**config.mk**
```make
export PLATFORM = sky130hd
export DESIGN_NAME = strength_attack_connectivity_unit
export DESIGN_NICKNAME = d
export VERILOG_FILES = /design/src/hw/rtl/sac_pkg.sv /design/src/hw/rtl/sac_graph_store.sv /design/src/hw/rtl/strength_attack_connectivity_unit.sv
export SDC_FILE = /design/constraint.sdc
export NUM_CORES = 2
export LEC_CHECK = 0
export ABC_CLOCK_PERIOD_IN_PS = 6900
export BUFFER_PORTS_ARGS = -buffer_cell sky130_fd_sc_hd__clkbuf_2
export CELL_PAD_IN_SITES_DETAIL_PLACEMENT = 0
export CELL_PAD_IN_SITES_GLOBAL_PLACEMENT = 1
export CORE_UTILIZATION = 43
export CTS_CLUSTER_SIZE = 14
export DETAILED_ROUTE_END_ITERATION = 10
export HOLD_SLACK_MARGIN = 0.08
export PLACE_DENSITY = 0.74
export SKIP_LAST_GASP = 1
export SLEW_MARGIN = 5
export SYNTH_ARGS = -nofsm -noshare
export SYNTH_HDL_FRONTEND = slang
export SYNTH_HIERARCHICAL = 1
export SYNTH_SLANG_ARGS = --single-unit
```
**constraint.sdc**
```tcl
create_clock -name clock -period 6.9 [get_ports clock]
set_input_delay 0.345 -clock clock [delete_from_list [all_inputs] [get_ports clock]]
set_output_delay 0.345 -clock clock [all_outputs]
set_load 0.01 [all_outputs]
```
**src/hw/rtl/sac_pkg.sv**
```systemverilog
// Shared types and constants for the strength attack connectivity unit.
package sac_pkg;

   localparam int                 KIND_W          = 1;
   localparam int                 INDEX_W         = 5;
   localparam int                 STRENGTH_W      = 22;
   localparam int                 COUNT_W         = 6;
   localparam int                 STRENGTH_MAX    = 2097151;
   localparam int                 STRENGTH_MIN    = -2097152;
   localparam logic [COUNT_W-1:0] NODE_COUNT_RST  = 6'd32;
   localparam logic               REG_NODE_COUNT  = 1'b0;
   localparam logic [KIND_W-1:0]  KIND_REMOVAL    = 1'b0;
   localparam logic [KIND_W-1:0]  KIND_COUNT      = 1'b1;

   typedef enum logic [6:0] {
      S_IDLE     = 7'b0000001,
      S_LOAD_COL = 7'b0000010,
      S_ROOT     = 7'b0000100,
      S_WALK     = 7'b0001000,
      S_PICK     = 7'b0010000,
      S_EMIT     = 7'b0100000,
      S_COUNT    = 7'b1000000
   } state_type;

   typedef struct packed {
      logic clear;
      logic acc;
      logic link;
   } store_ctl_type;

endpackage

```
**src/hw/rtl/sac_graph_store.sv**
```systemverilog
// Adjacency rows and node strength accumulators with one indexed port.
module sac_graph_store #(
   parameter int MAX_NODES = 32,
   parameter int IW        = 5,
   parameter int SW        = 22
) (
   input  logic                    clock,
   input  sac_pkg::store_ctl_type  ctl,
   input  logic [IW-1:0]           idx,
   input  logic [IW-1:0]           other,
   input  logic signed [15:0]      weight,
   output logic [MAX_NODES-1:0]    row_q,
   output logic signed [SW-1:0]    str_q
);

   logic [MAX_NODES-1:0]   edge_ff [MAX_NODES];
   logic signed [SW-1:0]   str_ff  [MAX_NODES];
   logic signed [SW-1:0]   str_base;
   logic [MAX_NODES-1:0]   row_base;
   logic [MAX_NODES-1:0]   other_bit;

   assign row_q     = edge_ff[idx];
   assign str_q     = str_ff[idx];
   assign str_base  = ctl.clear ? '0 : str_ff[idx];
   assign row_base  = ctl.clear ? '0 : edge_ff[idx];
   assign other_bit = MAX_NODES'(1) << other;

   always_ff @(posedge clock) begin
      for (int e = 0; e < MAX_NODES; e++) begin
         if (ctl.acc && (IW'(e) == idx)) begin
            str_ff[e] <= str_base + SW'(weight);
         end else if (ctl.clear) begin
            str_ff[e] <= '0;
         end
         if (ctl.link && (IW'(e) == idx)) begin
            edge_ff[e] <= row_base | other_bit;
         end else if (ctl.clear) begin
            edge_ff[e] <= '0;
         end
      end
   end

endmodule

```
**src/hw/rtl/strength_attack_connectivity_unit.sv**
```systemverilog
// Top level: matrix load, greedy strength attack and connectivity walk.
//
//   channel  | direction | ports                               | handshake
//   req      | in        | req_weight                          | req_valid / req_stall
//   rsp      | out       | rsp_kind .. rsp_last                | rsp_valid / rsp_stall
//   csr      | in/out    | psel penable pwrite paddr pwdata    | pready tied high
//
// For each matrix word the strength adder serves the row entry, then the column; the next word
// is stalled until both are done. The last word starts a run; per removal, one root step, a
// walk pass over n stored rows that repeats until no node joins (at most n passes), a strength
// scan over n nodes and an emit step. A count word ends the run when no node remains or the rest is not connected.
// Reset is synchronous; node_count returns to 32 and loading restarts at row 0, column 0.
// A stalled result holds in the output register; the sequencer waits before the next result.
module strength_attack_connectivity_unit #(
   parameter int MAX_NODES = 32
) (
   input  logic                                   clock,
   input  logic                                   reset,
   input  logic                                   req_valid,
   output logic                                   req_stall,
   input  logic signed [15:0]                     req_weight,
   output logic                                   rsp_valid,
   input  logic                                   rsp_stall,
   output logic [sac_pkg::KIND_W-1:0]             rsp_kind,
   output logic [sac_pkg::INDEX_W-1:0]            rsp_node_index,
   output logic signed [sac_pkg::STRENGTH_W-1:0]  rsp_strength,
   output logic [sac_pkg::COUNT_W-1:0]            rsp_removal_count,
   output logic                                   rsp_last,
   input  logic                                   psel,
   input  logic                                   penable,
   input  logic                                   pwrite,
   input  logic [2:0]                             paddr,
   input  logic [31:0]                            pwdata,
   output logic [31:0]                            prdata,
   output logic                                   pready
);

   localparam int IW = $clog2(MAX_NODES);
   localparam int NW = $clog2(MAX_NODES + 1);
   localparam int SW = 17 + $clog2(MAX_NODES);
   localparam int CW = (SW > sac_pkg::STRENGTH_W) ? SW : sac_pkg::STRENGTH_W;
   localparam logic [MAX_NODES-1:0] ALL_NODES = '1;

   sac_pkg::state_type            state_ff, state_in;
   logic [sac_pkg::COUNT_W-1:0]   node_count_ff, node_count_in;
   logic [IW-1:0]                 row_ff, row_in;
   logic [IW-1:0]                 col_ff, col_in;
   logic signed [15:0]            weight_ff, weight_in;
   logic [MAX_NODES-1:0]          present_ff, present_in;
   logic [MAX_NODES-1:0]          visited_ff, visited_in;
   logic                          changed_ff, changed_in;
   logic [IW-1:0]                 scan_ff, scan_in;
   logic [IW-1:0]                 best_ff, best_in;
   logic signed [SW-1:0]          best_s_ff, best_s_in;
   logic                          best_ok_ff, best_ok_in;
   logic [NW-1:0]                 removed_ff, removed_in;

   logic                                  rsp_valid_ff, rsp_valid_in;
   logic [sac_pkg::KIND_W-1:0]            rsp_kind_ff, rsp_kind_in;
   logic [sac_pkg::INDEX_W-1:0]           rsp_node_ff, rsp_node_in;
   logic signed [sac_pkg::STRENGTH_W-1:0] rsp_str_ff, rsp_str_in;
   logic [sac_pkg::COUNT_W-1:0]           rsp_count_ff, rsp_count_in;
   logic                                  rsp_last_ff, rsp_last_in;

   sac_pkg::store_ctl_type  ctl;
   logic [IW-1:0]           st_idx;
   logic [IW-1:0]           st_other;
   logic signed [15:0]      st_weight;
   logic [MAX_NODES-1:0]    row_q;
   logic signed [SW-1:0]    str_q;

   logic [NW-1:0]           n_act;
   logic [IW-1:0]           n_last;
   logic [MAX_NODES-1:0]    full_mask;
   logic                    csr_wr;
   logic                    req_take;
   logic                    out_free;
   logic                    scan_end;
   logic [MAX_NODES-1:0]    walk_next;
   logic signed [CW-1:0]    best_ext;
   logic signed [sac_pkg::STRENGTH_W-1:0] best_sat;

   always_comb begin
      if (node_count_ff == '0) begin
         n_act = NW'(1);
      end else if ({1'b0, node_count_ff} > 7'(MAX_NODES)) begin
         n_act = NW'(MAX_NODES);
      end else begin
         n_act = NW'(node_count_ff);
      end
   end

   assign n_last    = IW'(n_act - NW'(1));
   assign full_mask = ALL_NODES >> (NW'(MAX_NODES) - n_act);
   assign csr_wr    = psel && penable && pwrite && (paddr[2] == sac_pkg::REG_NODE_COUNT);
   assign req_stall = (state_ff != sac_pkg::S_IDLE);
   assign req_take  = req_valid && !req_stall;
   assign out_free  = !rsp_valid_ff || !rsp_stall;
   assign scan_end  = (scan_ff == n_last);
   assign walk_next = visited_ff[scan_ff] ? (visited_ff | (row_q & present_ff)) : visited_ff;
   assign pready    = 1'b1;
   assign prdata    = (paddr[2] == sac_pkg::REG_NODE_COUNT) ? 32'(node_count_ff) : '0;

   always_comb begin
      best_ext = CW'(best_s_ff);
      if (best_ext > CW'(sac_pkg::STRENGTH_MAX)) begin
         best_sat = sac_pkg::STRENGTH_W'(sac_pkg::STRENGTH_MAX);
      end else if (best_ext < CW'(sac_pkg::STRENGTH_MIN)) begin
         best_sat = sac_pkg::STRENGTH_W'(sac_pkg::STRENGTH_MIN);
      end else begin
         best_sat = best_ext[sac_pkg::STRENGTH_W-1:0];
      end
   end

   always_comb begin
      ctl       = '0;
      st_idx    = scan_ff;
      st_other  = col_ff;
      st_weight = weight_ff;
      unique case (state_ff)
         sac_pkg::S_IDLE: begin
            st_idx    = row_ff;
            st_other  = col_ff;
            st_weight = req_weight;
            ctl.clear = req_take && (row_ff == '0) && (col_ff == '0);
            ctl.acc   = req_take;
            ctl.link  = req_take && (req_weight > 16'sd0);
         end
         sac_pkg::S_LOAD_COL: begin
            st_idx    = col_ff;
            st_other  = row_ff;
            ctl.acc   = 1'b1;
            ctl.link  = (weight_ff > 16'sd0);
         end
         default: begin
         end
      endcase
   end

   sac_graph_store #(
      .MAX_NODES (MAX_NODES),
      .IW        (IW),
      .SW        (SW)
   ) u_store (
      .clock  (clock),
      .ctl    (ctl),
      .idx    (st_idx),
      .other  (st_other),
      .weight (st_weight),
      .row_q  (row_q),
      .str_q  (str_q)
   );

   always_comb begin
      state_in      = state_ff;
      node_count_in = node_count_ff;
      row_in        = row_ff;
      col_in        = col_ff;
      weight_in     = weight_ff;
      present_in    = present_ff;
      visited_in    = visited_ff;
      changed_in    = changed_ff;
      scan_in       = scan_ff;
      best_in       = best_ff;
      best_s_in     = best_s_ff;
      best_ok_in    = best_ok_ff;
      removed_in    = removed_ff;
      rsp_valid_in  = rsp_valid_ff && rsp_stall;
      rsp_kind_in   = rsp_kind_ff;
      rsp_node_in   = rsp_node_ff;
      rsp_str_in    = rsp_str_ff;
      rsp_count_in  = rsp_count_ff;
      rsp_last_in   = rsp_last_ff;

      unique case (state_ff)
         sac_pkg::S_IDLE: begin
            if (req_take) begin
               weight_in = req_weight;
               state_in  = sac_pkg::S_LOAD_COL;
            end
         end
         sac_pkg::S_LOAD_COL: begin
            if (col_ff != n_last) begin
               col_in   = col_ff + IW'(1);
               state_in = sac_pkg::S_IDLE;
            end else if (row_ff != n_last) begin
               col_in   = '0;
               row_in   = row_ff + IW'(1);
               state_in = sac_pkg::S_IDLE;
            end else begin
               col_in     = '0;
               row_in     = '0;
               present_in = full_mask;
               removed_in = '0;
               state_in   = sac_pkg::S_ROOT;
            end
         end
         sac_pkg::S_ROOT: begin
            if (present_ff == '0) begin
               state_in = sac_pkg::S_COUNT;
            end else begin
               visited_in = present_ff & (~present_ff + MAX_NODES'(1));
               changed_in = 1'b0;
               scan_in    = '0;
               state_in   = sac_pkg::S_WALK;
            end
         end
         sac_pkg::S_WALK: begin
            visited_in = walk_next;
            changed_in = changed_ff || (walk_next != visited_ff);
            scan_in    = scan_ff + IW'(1);
            if (scan_end) begin
               scan_in    = '0;
               changed_in = 1'b0;
               if (!(changed_ff || (walk_next != visited_ff))) begin
                  best_ok_in = 1'b0;
                  state_in   = (walk_next == present_ff) ? sac_pkg::S_PICK
                                                         : sac_pkg::S_COUNT;
               end
            end
         end
         sac_pkg::S_PICK: begin
            if (present_ff[scan_ff] && (!best_ok_ff || (str_q > best_s_ff))) begin
               best_in    = scan_ff;
               best_s_in  = str_q;
               best_ok_in = 1'b1;
            end
            scan_in = scan_ff + IW'(1);
            if (scan_end) begin
               scan_in  = '0;
               state_in = sac_pkg::S_EMIT;
            end
         end
         sac_pkg::S_EMIT: begin
            if (out_free) begin
               rsp_valid_in = 1'b1;
               rsp_kind_in  = sac_pkg::KIND_REMOVAL;
               rsp_node_in  = sac_pkg::INDEX_W'(best_ff);
               rsp_str_in   = best_sat;
               rsp_count_in = '0;
               rsp_last_in  = 1'b0;
               present_in   = present_ff & ~(MAX_NODES'(1) << best_ff);
               removed_in   = removed_ff + NW'(1);
               state_in     = sac_pkg::S_ROOT;
            end
         end
         sac_pkg::S_COUNT: begin
            if (out_free) begin
               rsp_valid_in = 1'b1;
               rsp_kind_in  = sac_pkg::KIND_COUNT;
               rsp_node_in  = '0;
               rsp_str_in   = '0;
               rsp_count_in = sac_pkg::COUNT_W'(removed_ff);
               rsp_last_in  = 1'b1;
               state_in     = sac_pkg::S_IDLE;
            end
         end
         default: begin
            state_in = sac_pkg::S_IDLE;
         end
      endcase

      if (csr_wr) begin
         node_count_in = pwdata[sac_pkg::COUNT_W-1:0];
         row_in        = '0;
         col_in        = '0;
      end
   end

   always_ff @(posedge clock) begin
      if (reset) begin
         state_ff      <= sac_pkg::S_IDLE;
         node_count_ff <= sac_pkg::NODE_COUNT_RST;
         row_ff        <= '0;
         col_ff        <= '0;
         present_ff    <= '0;
         visited_ff    <= '0;
         changed_ff    <= 1'b0;
         scan_ff       <= '0;
         best_ok_ff    <= 1'b0;
         removed_ff    <= '0;
         rsp_valid_ff  <= 1'b0;
      end else begin
         state_ff      <= state_in;
         node_count_ff <= node_count_in;
         row_ff        <= row_in;
         col_ff        <= col_in;
         present_ff    <= present_in;
         visited_ff    <= visited_in;
         changed_ff    <= changed_in;
         scan_ff       <= scan_in;
         best_ok_ff    <= best_ok_in;
         removed_ff    <= removed_in;
         rsp_valid_ff  <= rsp_valid_in;
      end
   end

   always_ff @(posedge clock) begin
      weight_ff    <= weight_in;
      best_ff      <= best_in;
      best_s_ff    <= best_s_in;
      rsp_kind_ff  <= rsp_kind_in;
      rsp_node_ff  <= rsp_node_in;
      rsp_str_ff   <= rsp_str_in;
      rsp_count_ff <= rsp_count_in;
      rsp_last_ff  <= rsp_last_in;
   end

   assign rsp_valid         = rsp_valid_ff;
   assign rsp_kind          = rsp_kind_ff;
   assign rsp_node_index    = rsp_node_ff;
   assign rsp_strength      = rsp_str_ff;
   assign rsp_removal_count = rsp_count_ff;
   assign rsp_last          = rsp_last_ff;

   a_emit_drops_one: assert property (@(posedge clock) disable iff (reset)
      (state_ff == sac_pkg::S_EMIT && out_free) |=>
         ($countones(present_ff) == $countones($past(present_ff)) - 1))
      else $error("removal did not drop exactly one node");

   a_emit_present: assert property (@(posedge clock) disable iff (reset)
      (state_ff == sac_pkg::S_EMIT) |-> (best_ok_ff && present_ff[best_ff]))
      else $error("chosen node is not present");

   a_walk_subset: assert property (@(posedge clock) disable iff (reset)
      (state_ff == sac_pkg::S_WALK) |-> ((visited_ff & ~present_ff) == '0))
      else $error("walk reached a removed node");

   a_run_balance: assert property (@(posedge clock) disable iff (reset)
      (state_ff == sac_pkg::S_ROOT || state_ff == sac_pkg::S_PICK ||
       state_ff == sac_pkg::S_EMIT || state_ff == sac_pkg::S_COUNT) |->
         (($countones(present_ff) + int'(removed_ff)) == int'(n_act)))
      else $error("removed and present nodes do not add up");

endmodule
```
==> out/results.ini <==
[status]
status = finished clean

[synth]
yosys.area.top_type = edfxtp_1
synth_seq_area_share_pct = 64.0
synth_top_area_share_pct = 60.4
ys_dominant_reg_cell = edfxtp_1
netlist_area_sq_um = 87000
ys_top_cells_by_area = edfxtp_1, mux4_2, nor2_1, dfxtp_1, mux2i_1
ys_async_sr_fraction_pct = 0
ys_warn_count = 6
synth_cells = 6373
avgSynthCellArea_sq_um = 13.6
synth-seq-cells = 1906
synth_edf_count = 1751
ys_types = 89

[timing]
max-slew-margin-rel_pct = 13.4
setup_viol = 0
drv_slew = 0
hold_viol = 0
holdWs_ns = 0.226
tns_ns = 0
finClkSkew_ns = 0.0496
finalCritPeriodShare_pct = 96.1
finalCriticalPeriod_ns = 6.63
max_slew.worst_pin.slew_ns = 1.29
fmax_mhz = 151

[global_routing]
grt_pass1_vias = 54200
grt_util_all_layers_pct = 24.9
grt_pass1_wl_mm = 371
antenna_found_initial = 15
grt_max_degree = 89
grt_overflow = 0

[pwr]
clkPwrFrac_pct = 18.9
p_sw_mw = 21.4
p_comb_share_pct = 40.2
finalPower_mw = 56.6
seq_power_share_pct = 40.9
internal_power_mw = 35.1
p_per_area_nw_per_um2 = 574
switching_share_pct = 37.9
p_leak_nw = 33.3
peakVddDrop_uv = 523

[finish]
drive_gt1_share_pct = 21.8
finish.utilization_pct = 49.2
multiInputGateArea_sq_um = 29200
fillers = 17000
layout.area.seq_sq_um = 55700
syn_to_final_growth_pct = 13.4
fin_nets = 6539
finalNonFillerCells = 9250

[min_path]
hp-start = pwrite
min_to = node_count_ff[5]$_SDFFE_PP1P_
hp-class = in2reg
min_path_cells = 3

[setup_path]
reg2reg_depth = 20
r2r_slack_ns = 0.27
worst-path-max-fanout = 32
endpoint_kind = register
r2r_end = u_store/str_ff[13][15]$_SDFFCE_PP0P_
critical_path_arrival_ns = 7.19
startpoint_type = register
cp-startpoint = state_ff[3]$_SDFFE_PP0P_
r2r_start = state_ff[3]$_SDFFE_PP0P_
crit_type = reg2reg
required_ns = 7.46

[floorplanning]
die_h_um = 452
start_util_pct = 43.4
core_region_area_sq_um = 200000
chipWidth_um = 452
dieArea_sq_um = 204000
io_pins = 128
rows = 164

[detailed_routing]
wl_mm = 256
drt_pre_antenna_iters = 6
postRouteAntennaNets = 0
remaining_drc_errors = 0
vias = 55300
drt_iter0_drc = 7037
routedWlPerCell_um = 27.7
via_per_inst = 5.98

[place]
placed_cells = 8854
port_buffers = 72
gp_congestion = 0.908
hpwlAfterDp_mm = 158

[cts]
cts.htree.levels = 4
tritoncts = yes
cts_buffers = 197
clock-sinks = 1906
cts-root-buf = clkbuf_16
cts.path.max_buffers = 3
clk_pin_slew_ns = 0.07
clock_latency_ns = 0.88

[job]
maxCapViolations = 0

[stage by stage]
| step | instance area, sq um | setup slack (ns) |
|---|---|---|
| finish | 98600 | 0.270 |
| global route | 98600 | -0.0576 |
| CTS | 98500 | 0.0512 |
| detailed placement | 91800 | -0.0530 |
| global placement | 91800 | -0.00127 |
| floorplan | 87100 | 0.0432 |
[per-layer routing]
layer | up-vias | wire [um] | GRT usage [%]
met4 | 0 | 8970 | 8.62
met1 | 28400 | 100000 | 34.2
li1 | 23400 | - | -
met5 | - | 0 | 0
met3 | 464 | 26400 | 4.78
met2 | 2945 | 120000 | 39.7
[power groups by stage]
stage | combinational (mW) | sequential [mW] | clock (mW)
after global routing | 24.4 | 23.6 | 11.2
after CTS | 22.5 | 23.2 | 10.8
after global placement | 21.7 | 23.0 | 0
final | 22.7 | 23.2 | 10.7
after floorplan | 13.9 | 23.0 | 0
after detailed placement | 22.4 | 23.4 | 0
[critical path, cell delays in order, from the launching register on]
cell and delay [ns]:
dfxtp_1 0.36, nor2_1 0.15, nand2_1 0.10, nor4b_2 0.43, inv_1 0.28, o221ai_4 0.37, buf_12 0.27, buf_6 0.32
mux4_2 0.57, mux4_2 0.55, mux2_2 0.37, and2_1 0.18, ha_1 0.43, nand2_1 0.08, o21ai_0 0.46, a21oi_1 0.17
o221ai_2 0.33, a21oi_1 0.16, xor2_2 0.16, buf_4 0.37, nor2_1 0.11
[cell usage after synthesis, types with 7 or more instances]
library cell,number
nor2_1,1865
edfxtp_1,1751
mux4_2,513
clkbuf_1,332
nand2_1,194
buf_2,160
a21oi_1,157
dfxtp_1,155
mux2i_1,153
o21ai_0,150
inv_1,118
a22oi_1,88
buf_4,55
ha_1,54
nand3_1,49
nor2b_1,41
mux2_2,40
and2_1,39
buf_6,33
nand2b_1,32
buf_1,26
nand3b_1,25
xnor2_1,25
nand4_1,24
nor4_1,23
nor3_1,21
o22ai_1,21
a21o_1,18
xor2_1,18
a31oi_1,11
and3_1,11
a211oi_1,10
o2111ai_1,10
a32oi_1,9
nor3b_1,9
or3_1,9
o21ai_1,8
o31ai_1,7
o41ai_1,7
[state kept, by name, indices dropped and copies added, names as in the netlist, 6 cells and up]
signal	count
rsp_strength	22
present_ff	32
node_count_ff	6
state_ff	7
visited_ff	32
u_store/str_ff	704
best_ext	22
u_store/edge_ff	1024
rsp_removal_count	6
weight_ff	16
removed_ff	6
[cell usage in the layout (no fill, tap or decap), types with 25 or more instances in the layout]
cell          n
a22oi_1      64
mux4_2      513
nand3_1      49
clkinv_1     44
a21oi_4      25
and2_1       39
mux2i_1     150
o21ai_0     117
mux2_2       40
ha_1         54
dfxtp_1     155
nor2_1     1844
clkbuf_2     71
nand2b_1     32
clkbuf_1     46
edfxtp_1   1751
nor2b_1      39
nand3b_1     25
inv_1       117
a21oi_1     126
buf_4       310
clkinv_2     29
clkbuf_16   199
conb_1       27
buf_12       27
nand2_1     176
[kinds of logic after synthesis]
| kind of cell | after synthesis | share of synthesized area (%) |
|---|---|---|
| multiplexers | 706 | 15.6 |
| adder cells (fa/ha/maj) | 55 | 0.800 |
| AO/OA/AOI/OAI | 553 | 3.99 |
| buffers and inverters | 726 | 3.89 |
| flip-flops | 1906 | 64.0 |
| AND/OR/NAND/NOR | 2381 | 11.3 |
| XOR/XNOR | 44 | 0.460 |
| other | 2 | 0.00863 |
[repair_timing]
item / 4_1_cts / 5_1_grt
resized for setup: 3 / 7
buffers inserted: 0 / 5
endpoints found under the hold margin: 25 / 0
hold buffers: 24 / 0
endpoints found under the setup margin: 31 / 443
pin swaps: 0 / 2
[worst max path at each step]
stage | end | cells past startpoint
floorplan | best_ext[0]$_DFFE_PP_ | 24
global placement | present_ff[3]$_SDFFE_PP0P_ | 22
detailed placement | present_ff[2]$_SDFFE_PP0P_ | 22
CTS | present_ff[2]$_SDFFE_PP0P_ | 23
global route | u_store/str_ff[13][15]$_SDFFCE_PP0P_ | 22
finish | u_store/str_ff[13][15]$_SDFFCE_PP0P_ | 20
[cell type report]
cell class                 count  area share, %
inverter                     119          0.461
multi-input combinational   3766           29.6
clock buffer                 247           5.25
clock inverter               115           1.28
timing repair buffer         436           3.55
tap                         2656           3.37
antenna                        5         0.0127
sequential                  1906           56.5
(Power assumes the default switching activity.)
